`src/rtl/ntia_pkg.sv`:
```
// ----------------------------------------------------------------------------
// ntia_pkg
// Shared types and constants of the nearest track id assigner: the search
// token that runs down the cell chain, the item broadcast and commit groups.
// ----------------------------------------------------------------------------
package ntia_pkg;

    // Table size default and the widest slot index the table may need
    localparam int NUM_TRACKS_DEF = 4;
    localparam int TRK_IDX_W      = 6;

    // Field widths
    localparam int POS_W   = 16;
    localparam int TIME_W  = 32;
    localparam int ID_W    = 32;
    localparam int R2_W    = 32;
    localparam int D2_W    = 34;
    localparam int SLOT_W  = 2;

    // Configuration port
    localparam int CFG_IDX_W  = 2;
    localparam int CFG_DATA_W = 32;
    localparam logic [CFG_IDX_W-1:0] REG_MATCH_RADIUS = 2'd0;
    localparam logic [CFG_IDX_W-1:0] REG_TIMEOUT      = 2'd1;

    // Register reset values
    localparam logic [15:0]     RADIUS_RESET  = 16'd500;
    localparam logic [R2_W-1:0] R2_RESET      = 32'd250000;
    localparam logic [TIME_W-1:0] TIMEOUT_RESET = 32'd10000;

    // Controller states
    typedef enum logic [2:0] {
        ST_IDLE,
        ST_CALC,
        ST_INJECT,
        ST_SWEEP,
        ST_COMMIT
    } state_t;

    // Detection held steady for the cells while one item is worked on
    typedef struct packed {
        logic signed [POS_W-1:0] x;
        logic signed [POS_W-1:0] y;
        logic signed [POS_W-1:0] z;
        logic [TIME_W-1:0]       now;
    } bcast_t;

    // Search token handed from cell to cell
    typedef struct packed {
        logic                 valid;
        logic [ID_W-1:0]      next_id;
        logic                 best_found;
        logic [D2_W-1:0]      best_d2;
        logic [TRK_IDX_W-1:0] best_idx;
        logic [ID_W-1:0]      best_id;
        logic                 free_found;
        logic [TRK_IDX_W-1:0] free_idx;
        logic [ID_W-1:0]      free_id;
    } tok_t;

    // Store the detection into one slot
    typedef struct packed {
        logic                 en;
        logic [TRK_IDX_W-1:0] idx;
    } commit_t;

endpackage

```
`src/rtl/ntia_cell.sv`:
```
// ----------------------------------------------------------------------------
// ntia_cell
// One track slot. Computes its squared distance and idle test in a short
// pipeline, then, when the token passes, frees itself if idle too long and
// offers itself as nearest match or as free slot.
// ----------------------------------------------------------------------------
module ntia_cell #(
    parameter int CELL_IDX = 0
) (
    input  logic                             clk,
    input  logic                             rst_n,
    input  ntia_pkg::bcast_t                 bc,
    input  logic [ntia_pkg::TIME_W-1:0]      timeout,
    input  logic [ntia_pkg::R2_W-1:0]        r2,
    input  ntia_pkg::tok_t                   tok_in,
    input  ntia_pkg::commit_t                commit,
    output ntia_pkg::tok_t                   tok_out
);

    localparam int IW = ntia_pkg::TRK_IDX_W;
    localparam logic [IW-1:0] MY_IDX = IW'(CELL_IDX);

    // Slot state
    logic [ntia_pkg::ID_W-1:0]          ident_reg;
    logic signed [ntia_pkg::POS_W-1:0]  px_reg, py_reg, pz_reg;
    logic                               active_reg;
    logic [ntia_pkg::TIME_W-1:0]        seen_reg;

    // Distance pipeline
    logic signed [ntia_pkg::POS_W:0]    dx_reg, dy_reg, dz_reg;
    logic signed [ntia_pkg::POS_W:0]    dx_next, dy_next, dz_next;
    logic signed [2*ntia_pkg::POS_W+1:0] px2, py2, pz2;
    logic [31:0]                        sqx_reg, sqy_reg, sqz_reg;
    logic [ntia_pkg::D2_W-1:0]          d2_reg, d2_next;
    logic                               exp_reg, exp_next;
    logic [ntia_pkg::TIME_W-1:0]        idle;

    // Token handling
    logic                               act_eff;
    logic                               hit;
    logic                               take_free;
    logic [ntia_pkg::ID_W-1:0]          id_eff;
    logic                               do_free;
    logic                               do_commit;
    ntia_pkg::tok_t                     tok_next;

    // Differences, squares and sum
    assign dx_next = $signed({px_reg[15], px_reg}) - $signed({bc.x[15], bc.x});
    assign dy_next = $signed({py_reg[15], py_reg}) - $signed({bc.y[15], bc.y});
    assign dz_next = $signed({pz_reg[15], pz_reg}) - $signed({bc.z[15], bc.z});
    assign px2 = dx_reg * dx_reg;
    assign py2 = dy_reg * dy_reg;
    assign pz2 = dz_reg * dz_reg;
    assign d2_next = {2'b00, sqx_reg} + {2'b00, sqy_reg} + {2'b00, sqz_reg};

    // Idle test, modulo 2^32
    assign idle     = bc.now - seen_reg;
    assign exp_next = idle > timeout;

    always_ff @(posedge clk)
    begin
        dx_reg  <= dx_next;
        dy_reg  <= dy_next;
        dz_reg  <= dz_next;
        sqx_reg <= px2[31:0];
        sqy_reg <= py2[31:0];
        sqz_reg <= pz2[31:0];
        d2_reg  <= d2_next;
        exp_reg <= exp_next;
    end

    // Decide this cell's part when the token passes
    assign act_eff   = active_reg & ~exp_reg;
    assign hit       = tok_in.valid & act_eff & (d2_reg < {2'b00, r2})
                     & (~tok_in.best_found | (d2_reg < tok_in.best_d2));
    assign take_free = tok_in.valid & ~act_eff & ~tok_in.free_found;
    assign id_eff    = exp_reg ? tok_in.next_id : ident_reg;
    assign do_free   = tok_in.valid & exp_reg;
    assign do_commit = commit.en & (commit.idx == MY_IDX);

    always_comb
    begin
        tok_next = tok_in;
        tok_next.next_id = tok_in.next_id + {{(ntia_pkg::ID_W-1){1'b0}}, do_free};
        if (hit)
        begin
            tok_next.best_found = 1'b1;
            tok_next.best_d2    = d2_reg;
            tok_next.best_idx   = MY_IDX;
            tok_next.best_id    = id_eff;
        end
        if (take_free)
        begin
            tok_next.free_found = 1'b1;
            tok_next.free_idx   = MY_IDX;
            tok_next.free_id    = id_eff;
        end
    end

    // Hand the token on
    always_ff @(posedge clk or negedge rst_n)
    begin
        if (!rst_n)
        begin
            tok_out <= '0;
        end
        else
        begin
            tok_out <= tok_next;
        end
    end

    // Free on timeout, store on commit
    always_ff @(posedge clk or negedge rst_n)
    begin
        if (!rst_n)
        begin
            ident_reg  <= ntia_pkg::ID_W'(CELL_IDX);
            px_reg     <= '0;
            py_reg     <= '0;
            pz_reg     <= '0;
            active_reg <= 1'b0;
            seen_reg   <= '0;
        end
        else if (do_free)
        begin
            ident_reg  <= tok_in.next_id;
            px_reg     <= '0;
            py_reg     <= '0;
            pz_reg     <= '0;
            active_reg <= 1'b0;
            seen_reg   <= bc.now;
        end
        else if (do_commit)
        begin
            px_reg     <= bc.x;
            py_reg     <= bc.y;
            pz_reg     <= bc.z;
            active_reg <= 1'b1;
            seen_reg   <= bc.now;
        end
    end

endmodule

```
`config.mk`:
```
export PLATFORM = sky130hd
export DESIGN_NAME = ntia_cell
export DESIGN_NICKNAME = d
export VERILOG_FILES = /design/src/rtl/ntia_pkg.sv /design/src/rtl/ntia_cell.sv
export SDC_FILE = /design/constraint.sdc
export NUM_CORES = 2
export LEC_CHECK = 0
export BUFFER_PORTS_ARGS = -buffer_cell sky130_fd_sc_hd__buf_2
export CORE_UTILIZATION = 55
export DETAILED_ROUTE_END_ITERATION = 16
export HOLD_SLACK_MARGIN = 0.08
export PLACE_DENSITY = 0.75
export SYNTH_ARGS = -nofsm -noshare
export SYNTH_HDL_FRONTEND = slang
export SYNTH_SLANG_ARGS = --single-unit
```
`constraint.sdc`:
```
create_clock -name clk -period 7.6 [get_ports clk]
set_clock_uncertainty 0.1 [all_clocks]
set_input_delay 1.9 -clock clk [delete_from_list [all_inputs] [get_ports clk]]
set_output_delay 1.9 -clock clk [all_outputs]
set_load 0.03 [all_outputs]
```
==> metrics <==
RSZ-0062 raised after global routing no; crit path max fanout 20; WL met1 48,800 um; met3 wire length 6600 um; Worst Hold Class flop to flop; critical path class flop to flop; via count 35,900; Filler Cells Inserted 7,540; Clock Latency Late Sink 0.66 ns; CTS tree done; syn avg cell area 9.67 um2; FMAX 143 MHz; crit end category flop; synthesized cell area 50,200 um2; All-Layer GR Usage 27.3%; crit path launch type flop; vias in the first global route 38,300; max-cap violations 0; Layout Cells excl Fill 6,836; ratio of cells with drive above 1 in the final layout 13.5%; clk sinks 437; mux cell area share after synthesis 3.74%; Post-Synth Adder-Cell Area 43.6%; FF/Latch Area 10,000 um2; Post-DP Area 53,800 um2; number of synthesized flops with an enable pin 0; IO Port Bufs 442; design area 55,600 um2; Num CTS Buffers 53; outcome complete, no violations; Reg clk slew, reported paths 0.06 ns; initial antenna violation count 13; Pre-Repair DR Iteration Count 5; placed insts 6,735; period utilization 92.1%; Synth Area in XOR/XNOR 4.41%; cell mode on critical path fa_1; vias per cell 5.26; Fin. Hold Viols 0; # setup viols final 0; post-synth top area cell fa_1; Setup Fix Bufs, Post-CTS 0; Post-Synth Simple-Gate Area 11.1%; synth top area cells fa_1 (32%), dfrtp_1 (13%), ha_1 (12%), inv_1 (9.0%), dfxtp_1 (7.1%); DRT Wirelength 122,000 um; Detailed Route Iter0 Violations 1,905; Core ar. 90,300 um2; largest family of logic cells by synthesized area adder cells; most frequent cells in the layout inv_1 (1,210), fa_1 (804), nand2_1 (522); Yosys Warn Count 0; Hold WS 0.369 ns; top-area cell type share of the netlist area 32.1%; most common cell after layout, fill and taps aside inv_1; die width 304 um; final max-slew violation count 0; min Tclk post-route 7.00 ns; Critical Path AT 7.45 ns; synthesized flop and latch total 437; count of different cell masters after synthesis 72; worst-path cell chain nand2_1 -> fa_1 -> inv_1 -> fa_1 -> fa_1 -> inv_1 -> fa_1 -> inv_1 -> fa_1 -> inv_1 -> fa_1 -> inv_1 -> ha_1 -> nand2_1 -> a211oi_1 -> a21oi_1 -> o21ai_0 -> a31oi_1 -> a31oi_1 -> a211oi_1 -> a21oi_1 -> xor2_1; RePlAce Congestion 0.968; CP max stage cell dfxtp_1; register area share after synthesis 20.0%; most frequently used flop master after synthesis dfrtp_1; max_slew headroom 19.1%; first-pass GRT wire length 199,000 um; DRC 0; Initial Utilization 55.6%; Setup TNS 0 ns; Max Used Layer met5; Largest stage delay, worst path 0.87 ns; area occupied by multi-input gates 35,200 um2; Post-CTS Hold Fix Bufs 0; Die Y 304 um; max FFs per register 145; CTS Root Buffer Type clkbuf_16; met2 routed WL 60,500 um; ANT nets after route 0; Row Count 110; CTS H-tree depth 2; die footprint 92,500 um2; Mapped Cells 5,191; P&R area growth vs syn 10.7%; FFs w/ async S/R, synth 59.0%; I/O pin cnt 443; placed wire-length estimate 101,000 um; Congestion Overflow GR 0; wire per inst 17.8 um; Clock Tree Buf Depth 3; Layout Nets 7,178; pin count of the biggest net entering global routing 153; cts repair resizes 0; Worst-Margin Slew 1.21 ns; Critical Path RT 8.05 ns; Synth Area in Compound Gates 7.24%
cell families (layout without fill, tap and decap cells):
family / after synthesis / in the layout
multiplexers: 165 / 165
flip-flops: 437 / 437
buffers and inverters: 1321 / 1784
adder cells (fa/ha/maj): 1266 / 1266
other: 1 / 7
AND/OR/NAND/NOR: 1181 / 1181
AO/OA/AOI/OAI: 567 / 567
XOR/XNOR: 253 / 253
per-layer routing:
metal / global-route usage [%] / vias up
met4: 11.8 / 10
li1: - / 16900
met2: 47.8 / 1026
met5: 0 / -
met1: 33.4 / 17800
met3: 4.12 / 253
area by class of cell:
cell class                      instances  area share (%)
Antenna cell                            4          0.0180
Clock buffer                           73            2.78
Clock inverter                         24           0.524
Inverter                             1211            8.18
Multi-Input combinational cell       3435            63.3
Sequential cell                       437            18.1
Tap cell                             1176            2.65
Timing Repair Buffer                  476            4.50
stage by stage:
step | setup slack [ns] | utilization [%]
after floorplan | 1.39 | -
after global placement | 0.975 | 59.5
after detailed placement | 0.713 | 59.5
after CTS | 0.670 | 61.6
after global routing | 0.149 | 61.6
final | 0.604 | 61.6
cell usage after synthesis (22+ instances only):
master / n
and2_1: 181
clkbuf_1: 101
nor3_1: 54
a21o_1: 82
mux2_2: 155
nand2b_1: 37
fa_1: 804
a211oi_1: 22
xor2_1: 51
dfrtp_1: 258
nor2b_1: 72
nor2_1: 166
nand3_1: 54
xnor2_1: 202
and3_1: 23
a21oi_1: 195
o21a_1: 31
dfxtp_1: 179
o21ai_0: 103
nand4_1: 24
nand2_1: 523
inv_1: 1210
ha_1: 462
critical path: cells and delay by family (launching register included):
kind	cells	cell delay (ns)
fa+ha+maj	7	3.43
compound gates	7	1.73
buf+inv	5	0.27
flops	1	0.87
xor+xnor	1	0.19
simple gates	2	0.28
final timing paths:
kind | startpoint | to | slack [ns] | depth (start not counted)
min in group asynchronous | rst_n | tok_out[47]$_DFF_PN0_ | 1.19 | 1
max | dz_reg[2]$_DFF_P_ | sqz_reg[31]$_DFF_P_ | 0.60 | 22
min reg2reg | ident_reg[18]$_DFFE_PN0P_ | ident_reg[18]$_DFFE_PN0P_ | 0.37 | 2
max in group asynchronous | rst_n | py_reg[14]$_DFFE_PN0P_ | 4.75 | 2
min | ident_reg[18]$_DFFE_PN0P_ | ident_reg[18]$_DFFE_PN0P_ | 0.37 | 2
max reg2reg | dz_reg[2]$_DFF_P_ | sqz_reg[31]$_DFF_P_ | 0.60 | 22
Power is not shown: default switching activity piles up to over one toggle a cycle in this logic, so the estimate is an artifact.
