## src/rtl/ntia_pkg.sv

```systemverilog
// ----------------------------------------------------------------------------
// ntia_pkg
// Shared types and constants of the nearest track id assigner: the search
// token that runs down the cell chain, the item broadcast and commit groups.
// ----------------------------------------------------------------------------
package ntia_pkg;

    // Table size default and the widest slot index the table may need
    localparam int NUM_TRACKS_DEF = 4;
    localparam int TRK_IDX_W      = 6;

    // Field widths
    localparam int POS_W   = 16;
    localparam int TIME_W  = 32;
    localparam int ID_W    = 32;
    localparam int R2_W    = 32;
    localparam int D2_W    = 34;
    localparam int SLOT_W  = 2;

    // Configuration port
    localparam int CFG_IDX_W  = 2;
    localparam int CFG_DATA_W = 32;
    localparam logic [CFG_IDX_W-1:0] REG_MATCH_RADIUS = 2'd0;
    localparam logic [CFG_IDX_W-1:0] REG_TIMEOUT      = 2'd1;

    // Register reset values
    localparam logic [15:0]     RADIUS_RESET  = 16'd500;
    localparam logic [R2_W-1:0] R2_RESET      = 32'd250000;
    localparam logic [TIME_W-1:0] TIMEOUT_RESET = 32'd10000;

    // Controller states
    typedef enum logic [2:0] {
        ST_IDLE,
        ST_CALC,
        ST_INJECT,
        ST_SWEEP,
        ST_COMMIT
    } state_t;

    // Detection held steady for the cells while one item is worked on
    typedef struct packed {
        logic signed [POS_W-1:0] x;
        logic signed [POS_W-1:0] y;
        logic signed [POS_W-1:0] z;
        logic [TIME_W-1:0]       now;
    } bcast_t;

    // Search token handed from cell to cell
    typedef struct packed {
        logic                 valid;
        logic [ID_W-1:0]      next_id;
        logic                 best_found;
        logic [D2_W-1:0]      best_d2;
        logic [TRK_IDX_W-1:0] best_idx;
        logic [ID_W-1:0]      best_id;
        logic                 free_found;
        logic [TRK_IDX_W-1:0] free_idx;
        logic [ID_W-1:0]      free_id;
    } tok_t;

    // Store the detection into one slot
    typedef struct packed {
        logic                 en;
        logic [TRK_IDX_W-1:0] idx;
    } commit_t;

endpackage

```

## src/rtl/ntia_ctrl.sv

```systemverilog
// ----------------------------------------------------------------------------
// ntia_ctrl
// Sequencer of the assigner: takes a detection, waits out the cells' distance
// pipeline, launches the token, picks the slot and, if one is found, loads the result register.
// ----------------------------------------------------------------------------
module ntia_ctrl #(
    parameter int NUM_TRACKS = ntia_pkg::NUM_TRACKS_DEF
) (
    input  logic                                clk,
    input  logic                                rst_n,
    input  logic                                in_valid,
    output logic                                in_ready,
    input  logic signed [ntia_pkg::POS_W-1:0]   pos_x,
    input  logic signed [ntia_pkg::POS_W-1:0]   pos_y,
    input  logic signed [ntia_pkg::POS_W-1:0]   pos_z,
    input  logic [ntia_pkg::TIME_W-1:0]         now_ms,
    output ntia_pkg::bcast_t                    bc,
    output ntia_pkg::tok_t                      tok_inj,
    input  ntia_pkg::tok_t                      chain_out,
    output ntia_pkg::commit_t                   commit,
    output logic                                out_valid,
    input  logic                                out_ready,
    output logic [ntia_pkg::ID_W-1:0]           track_id,
    output logic [ntia_pkg::SLOT_W-1:0]         slot_index,
    output logic signed [ntia_pkg::POS_W-1:0]   out_x,
    output logic signed [ntia_pkg::POS_W-1:0]   out_y,
    output logic signed [ntia_pkg::POS_W-1:0]   out_z
);

    localparam int IW = ntia_pkg::TRK_IDX_W;
    localparam logic [1:0] CALC_LAST = 2'd2;

    ntia_pkg::state_t state_reg, state_next;
    logic [1:0]       cnt_reg, cnt_next;

    ntia_pkg::bcast_t              bc_reg;
    logic [ntia_pkg::ID_W-1:0]     next_ident_reg;
    logic [IW-1:0]                 hold_idx_reg;
    logic [ntia_pkg::ID_W-1:0]     hold_id_reg;

    logic                                out_valid_reg;
    logic [ntia_pkg::ID_W-1:0]           out_id_reg;
    logic [ntia_pkg::SLOT_W-1:0]         out_idx_reg;
    logic signed [ntia_pkg::POS_W-1:0]   out_x_reg, out_y_reg, out_z_reg;

    logic                          res_found;
    logic [IW-1:0]                 res_idx;
    logic [ntia_pkg::ID_W-1:0]     res_id;
    logic                          out_free;
    logic                          inject;
    logic                          capture;
    logic                          accept;
    logic [IW-1:0]                 commit_idx;
    logic [ntia_pkg::ID_W-1:0]     commit_id;

    // Nearest match first, free slot otherwise
    assign res_found = chain_out.best_found | chain_out.free_found;
    assign res_idx   = chain_out.best_found ? chain_out.best_idx : chain_out.free_idx;
    assign res_id    = chain_out.best_found ? chain_out.best_id  : chain_out.free_id;
    assign out_free  = ~out_valid_reg | out_ready;
    assign accept    = in_valid & in_ready;

    // State register
    always_ff @(posedge clk or negedge rst_n)
    begin
        if (!rst_n)
        begin
            state_reg <= ntia_pkg::ST_IDLE;
            cnt_reg   <= '0;
        end
        else
        begin
            state_reg <= state_next;
            cnt_reg   <= cnt_next;
        end
    end

    // Next state and controls
    always_comb
    begin
        state_next = state_reg;
        cnt_next   = cnt_reg;
        in_ready   = 1'b0;
        inject     = 1'b0;
        capture    = 1'b0;
        commit.en  = 1'b0;
        commit_idx = hold_idx_reg;
        commit_id  = hold_id_reg;
        unique case (state_reg)
            ntia_pkg::ST_IDLE:
            begin
                in_ready = 1'b1;
                cnt_next = '0;
                if (in_valid)
                begin
                    state_next = ntia_pkg::ST_CALC;
                end
            end
            ntia_pkg::ST_CALC:
            begin
                cnt_next = cnt_reg + 2'd1;
                if (cnt_reg == CALC_LAST)
                begin
                    state_next = ntia_pkg::ST_INJECT;
                end
            end
            ntia_pkg::ST_INJECT:
            begin
                inject     = 1'b1;
                state_next = ntia_pkg::ST_SWEEP;
            end
            ntia_pkg::ST_SWEEP:
            begin
                if (chain_out.valid)
                begin
                    capture = 1'b1;
                    if (!res_found)
                    begin
                        state_next = ntia_pkg::ST_IDLE;
                    end
                    else if (out_free)
                    begin
                        commit.en  = 1'b1;
                        commit_idx = res_idx;
                        commit_id  = res_id;
                        state_next = ntia_pkg::ST_IDLE;
                    end
                    else
                    begin
                        state_next = ntia_pkg::ST_COMMIT;
                    end
                end
            end
            ntia_pkg::ST_COMMIT:
            begin
                if (out_free)
                begin
                    commit.en  = 1'b1;
                    state_next = ntia_pkg::ST_IDLE;
                end
            end
            default:
            begin
                state_next = ntia_pkg::ST_IDLE;
            end
        endcase
        commit.idx = commit_idx;
    end

    // Latch the detection
    always_ff @(posedge clk)
    begin
        if (accept)
        begin
            bc_reg.x   <= pos_x;
            bc_reg.y   <= pos_y;
            bc_reg.z   <= pos_z;
            bc_reg.now <= now_ms;
        end
    end

    // Hold the search result and advance the id counter
    always_ff @(posedge clk or negedge rst_n)
    begin
        if (!rst_n)
        begin
            next_ident_reg <= ntia_pkg::ID_W'(NUM_TRACKS);
            hold_idx_reg   <= '0;
            hold_id_reg    <= '0;
        end
        else if (capture)
        begin
            next_ident_reg <= chain_out.next_id;
            hold_idx_reg   <= res_idx;
            hold_id_reg    <= res_id;
        end
    end

    // Result register
    always_ff @(posedge clk or negedge rst_n)
    begin
        if (!rst_n)
        begin
            out_valid_reg <= 1'b0;
        end
        else if (commit.en)
        begin
            out_valid_reg <= 1'b1;
        end
        else if (out_ready)
        begin
            out_valid_reg <= 1'b0;
        end
    end

    always_ff @(posedge clk)
    begin
        if (commit.en)
        begin
            out_id_reg  <= commit_id;
            out_idx_reg <= commit_idx[ntia_pkg::SLOT_W-1:0];
            out_x_reg   <= bc_reg.x;
            out_y_reg   <= bc_reg.y;
            out_z_reg   <= bc_reg.z;
        end
    end

    // Launch the token into the first cell
    always_comb
    begin
        tok_inj         = '0;
        tok_inj.valid   = inject;
        tok_inj.next_id = next_ident_reg;
    end

    assign bc         = bc_reg;
    assign out_valid  = out_valid_reg;
    assign track_id   = out_id_reg;
    assign slot_index = out_idx_reg;
    assign out_x      = out_x_reg;
    assign out_y      = out_y_reg;
    assign out_z      = out_z_reg;

    // The token leaves the chain only while the sweep waits for it
    a_chain_out_in_sweep: assert property (@(posedge clk) disable iff (!rst_n)
        chain_out.valid |-> state_reg == ntia_pkg::ST_SWEEP)
        else $error("token left the chain outside the sweep");

    // A result is loaded only when the result register has room
    a_commit_room: assert property (@(posedge clk) disable iff (!rst_n)
        commit.en |-> (!out_valid_reg || out_ready))
        else $error("result register overwritten");

    // The id counter moves only when a sweep ends
    a_ident_on_sweep: assert property (@(posedge clk) disable iff (!rst_n)
        (next_ident_reg != $past(next_ident_reg)) |-> $past(state_reg == ntia_pkg::ST_SWEEP))
        else $error("id counter moved outside a sweep");

endmodule
```

## config.mk

```make
export PLATFORM = sky130hd
export DESIGN_NAME = ntia_ctrl
export DESIGN_NICKNAME = d
export VERILOG_FILES = /design/src/rtl/ntia_pkg.sv /design/src/rtl/ntia_ctrl.sv
export SDC_FILE = /design/constraint.sdc
export NUM_CORES = 1
export LEC_CHECK = 0
export ABC_AREA = 1
export BUFFER_PORTS_ARGS = -buffer_cell sky130_fd_sc_hd__buf_2
export CELL_PAD_IN_SITES_DETAIL_PLACEMENT = 1
export CELL_PAD_IN_SITES_GLOBAL_PLACEMENT = 1
export CORE_AREA = 5 5 210 212
export DETAILED_ROUTE_END_ITERATION = 12
export DIE_AREA = 0 0 215 217
export MAX_ROUTING_LAYER = met4
export PLACE_DENSITY = 0.69
export RECOVER_POWER = 25
export SETUP_SLACK_MARGIN = 0.3
export SKIP_CTS_REPAIR_TIMING = 1
export SLEW_MARGIN = 20
export SYNTH_ARGS = -nofsm -noshare
export SYNTH_HDL_FRONTEND = slang
export SYNTH_SLANG_ARGS = --single-unit
```

## constraint.sdc

```tcl
create_clock -name clk -period 10.51 [get_ports clk]
set_input_delay 2.102 -clock clk [delete_from_list [all_inputs] [get_ports clk]]
set_output_delay 2.102 -clock clk [all_outputs]
set_load 0.1 [all_outputs]
```

==> results.txt <==
The run finished, with violations left. The final reports fail on max-capacitance violations, max-slew violations. The total routing resource utilization after global routing was 12.4%; the vertical die dimension was 217 um.

Counting along the longest clock path gives a buffer depth of 3. The completed layout was analyzed and its total power is 4.24 mW. The die covers 46700 um^2. Among cell families on the critical path, the largest total delay comes from buffers and inverters. Of all nets on the critical path, the largest fanout is 66.

The number of antenna violations at the first check in global routing was 2; the synthesis-stage register bit count was 238. The total count of hold-check failures in the final report is 0, and the count of pins on the block boundary is 545. The share of post-route cells with drive strength above 1 works out to 35.6%. The width of the die came out at 215 um. After synthesis, flip-flops and latches occupy 70.5% of the total area.

The logs give 2 for the number of max-cap violations and 8.41 ns for the endpoint required time on the critical path. The number of search-and-repair iterations in the first detailed-routing pass is 4. The most frequently used cell type in the post-synthesis netlist was sky130_fd_sc_hd__nand2_1. Relative to the synthesized area, the layout overhead comes to 31.6%. A synthesized cell averages 11.6 um^2. Tracing the worst setup path back leads to its startpoint at chain_out[111]. The clock arrives with 0.0140 ns of skew. For this design the ratio of total power to cell area is 335 nW/um^2. The run gives -81.7% as the worst relative slew slack. The dominant register cell in the synthesized netlist is sky130_fd_sc_hd__edfxtp_1. The path length in cells of the critical path works out to 8. VDD sags by at most 0.209 mV.

The internal reg-to-reg setup slack is 7.46 ns, and the count of mapped cells out of synthesis is 830. The number of vias per cell after detailed routing came out at 3.89. Setup violations remaining at the end of the flow were counted as 0. The clock input transition at the sequential cells of the worst setup and hold paths was 0.06 ns. The tools report the capturing instance or port of the critical path as commit[6]. The filler-free cell count of the finished design was 1796; the number of nets with antenna violations after routing was 0. CTS saw 238 sinks. The routed layout has 6992 vias. Entering global routing, the biggest net connects 75 pins. Summed over all layers, the routed wires come to 29.8 mm.

For the wire length of the first global-routing pass, the log shows 44.4 mm. The number of cells on the worst reg-to-reg path is 6. The placed instance count is 1744. The tree is rooted in a sky130_fd_sc_hd__clkbuf_16. The synthesized design spends more area on one cell type than any other, namely sky130_fd_sc_hd__edfxtp_1.

Setup total negative slack on the finished layout was measured at 0 ns. The worst register-to-register path begins at state_reg[1]. Detailed placement finished with a half-perimeter wire length of 22.5 mm.

At the pin with the least slew margin, the transition time is 2.73 ns. Critical-path cell with the highest stage delay: sky130_fd_sc_hd__buf_2. STA classifies the critical path endpoint as an output port. The synthesized netlist contains 21 unique library cells. The worst setup path is launched from a primary input. The logs give 0.154 GHz for the maximum operating frequency and 0 for the synthesis warning total. The count of buffer and inverter cells on the critical path came out at 4. TritonCTS created 27 clock buffers. The number of global-route vias before repair was 7554. Of the available clock period, the critical path in the final layout requires 61.9%. The worst hold-check path type is reg2reg.

By count the netlist is led by sky130_fd_sc_hd__nand2_1 (298), sky130_fd_sc_hd__edfxtp_1 (162), sky130_fd_sc_hd__buf_4 (113). In this run the biggest area consumer among cell types represents 50.7% of the synthesized area. The average wire per standard cell came out at 16.6 um. The destination of the worst register-to-register timing path is out_z[14]. The number of nets in the layout came out at 1464. The signal on the critical path passes through buf_2 -> buf_4 -> nor2_1 -> nor2_1 -> nand3_2 -> buf_4 -> o21ai_4 -> buf_2. Of all flip-flops after synthesis, the portion carrying an async set or reset was 31.9%.

The total overflow left after global routing is 0. In this design, the stage delay of the slowest critical-path cell is 0.56 ns. Setup repair after global routing left no endpoint under its margin. First-iteration detailed-routing DRC count: 257.

The final critical path time including I/O delays and setup came out at 6.50 ns. The level count of the clock H-tree was 1. For the max-slew violation total from the final report, the log shows 79. TritonCTS built the clock tree.

The source-to-sink clock delay at the later pin of the worst-skew pair was 0.56 ns; the number of flip-flops in the largest register was 80. After detailed routing, the number of remaining DRC violations is 0. The count of input and output buffers was 398; the initial core utilization was 23.0%. In this run the standard cell core region covers 41800 um^2. The standard-cell row count was 75. The critical path in this run is classified as in2out. The number of enable-type register cells in the synthesized netlist is 162.

By area the synthesized netlist is led by sky130_fd_sc_hd__edfxtp_1 (51%), sky130_fd_sc_hd__dfrtp_1 (20%), sky130_fd_sc_hd__nand2_1 (12%), sky130_fd_sc_hd__buf_4 (8.8%), sky130_fd_sc_hd__o21ai_0 (2.3%). The tools report the cell leakage power as 6.07 nW. Routability-driven placement finished with a final weighted congestion of 0.820. STA puts the critical path data arrival time at 4.40 ns. The cell area that synthesis handed to floorplanning was 9600 um^2.
==> stage by stage <==
stage               area, um^2  setup slack (ns)  utilization (%)  hold WS [ns]
floorplan                10000              1.31                -         0.453
global placement         11800              4.03             28.2         0.424
global route             12600              3.77             30.3         0.458
CTS                      12700              3.95             30.3         0.443
detailed placement       11800              3.96             28.2         0.429
finish                   12600              4.01             30.3         0.442
==> cell families (layout without fill, tap and decap cells) <==
kind of cell	after synthesis	after routing	share of synthesized area, %
AO/OA/AOI/OAI	82	82	4.27
adder cells (fa/ha/maj)	1	1	0.130
buffers and inverters	191	505	12.3
flip-flops	238	238	70.5
other	1	114	0.0391
AND/OR/NAND/NOR	317	317	12.7
==> worst min path at each step <==
stage,startpoint,end,slack (ns),cells past startpoint
2_1_floorplan,hold_id_reg[28],hold_id_reg[28],0.45,2
3_3_place_gp,bc[54],out_y[6],0.42,0
3_5_place_dp,bc[46],out_z[14],0.43,0
4_1_cts,bc[46],out_z[14],0.44,0
5_1_grt,bc[71],out_x[7],0.46,0
6_report,bc[46],out_z[14],0.44,0
==> cell type report <==
cell class	instances	area, um^2
antenna	2	5.00
clock buffer	39	751
clock inverter	11	124
fill	4873	29100
inverter	48	183
multi-input combinational	512	2080
sequential	238	6770
tap	539	674
timing repair buffer	407	2050
==> cells in the final DEF (no fill, tap or decap), types with 2 or more instances in the layout <==
master,n
sky130_fd_sc_hd__clkinv_1,3
sky130_fd_sc_hd__buf_4,8
sky130_fd_sc_hd__nand2_1,298
sky130_fd_sc_hd__nand3_1,4
sky130_fd_sc_hd__clkinv_2,3
sky130_fd_sc_hd__conb_1,112
sky130_fd_sc_hd__edfxtp_1,162
sky130_fd_sc_hd__nor2_1,9
sky130_fd_sc_hd__bufinv_16,2
sky130_fd_sc_hd__dfrtp_1,75
sky130_fd_sc_hd__o21ai_0,43
sky130_fd_sc_hd__buf_2,393
sky130_fd_sc_hd__clkbuf_8,3
sky130_fd_sc_hd__diode_2,2
sky130_fd_sc_hd__inv_1,46
sky130_fd_sc_hd__clkbuf_1,15
sky130_fd_sc_hd__nor2_4,2
sky130_fd_sc_hd__clkbuf_16,27
sky130_fd_sc_hd__o21ai_1,38
==> where the power goes <==
| group | internal, mW | switching (mW) |
|---|---|---|
| Combinational | 0.243 | 1.65 |
| Clock | 0.548 | 0.388 |
| Sequential | 1.29 | 0.113 |
| Total | 2.08 | 2.15 |
==> layer usage <==
| layer | part of all wire (%) | track usage, % | wire length, um | up-vias |
|---|---|---|---|---|
| li1 | - | - | - | 3289 |
| met1 | 39 | 14.0 | 11700 | 3351 |
| met2 | 51 | 21.7 | 15100 | 306 |
| met3 | 7.5 | 3.39 | 2240 | 46 |
| met4 | 2.6 | 3.31 | 760 | 0 |
| met5 | 0 | - | 0 | - |
Power figures use the tool's default switching activity.
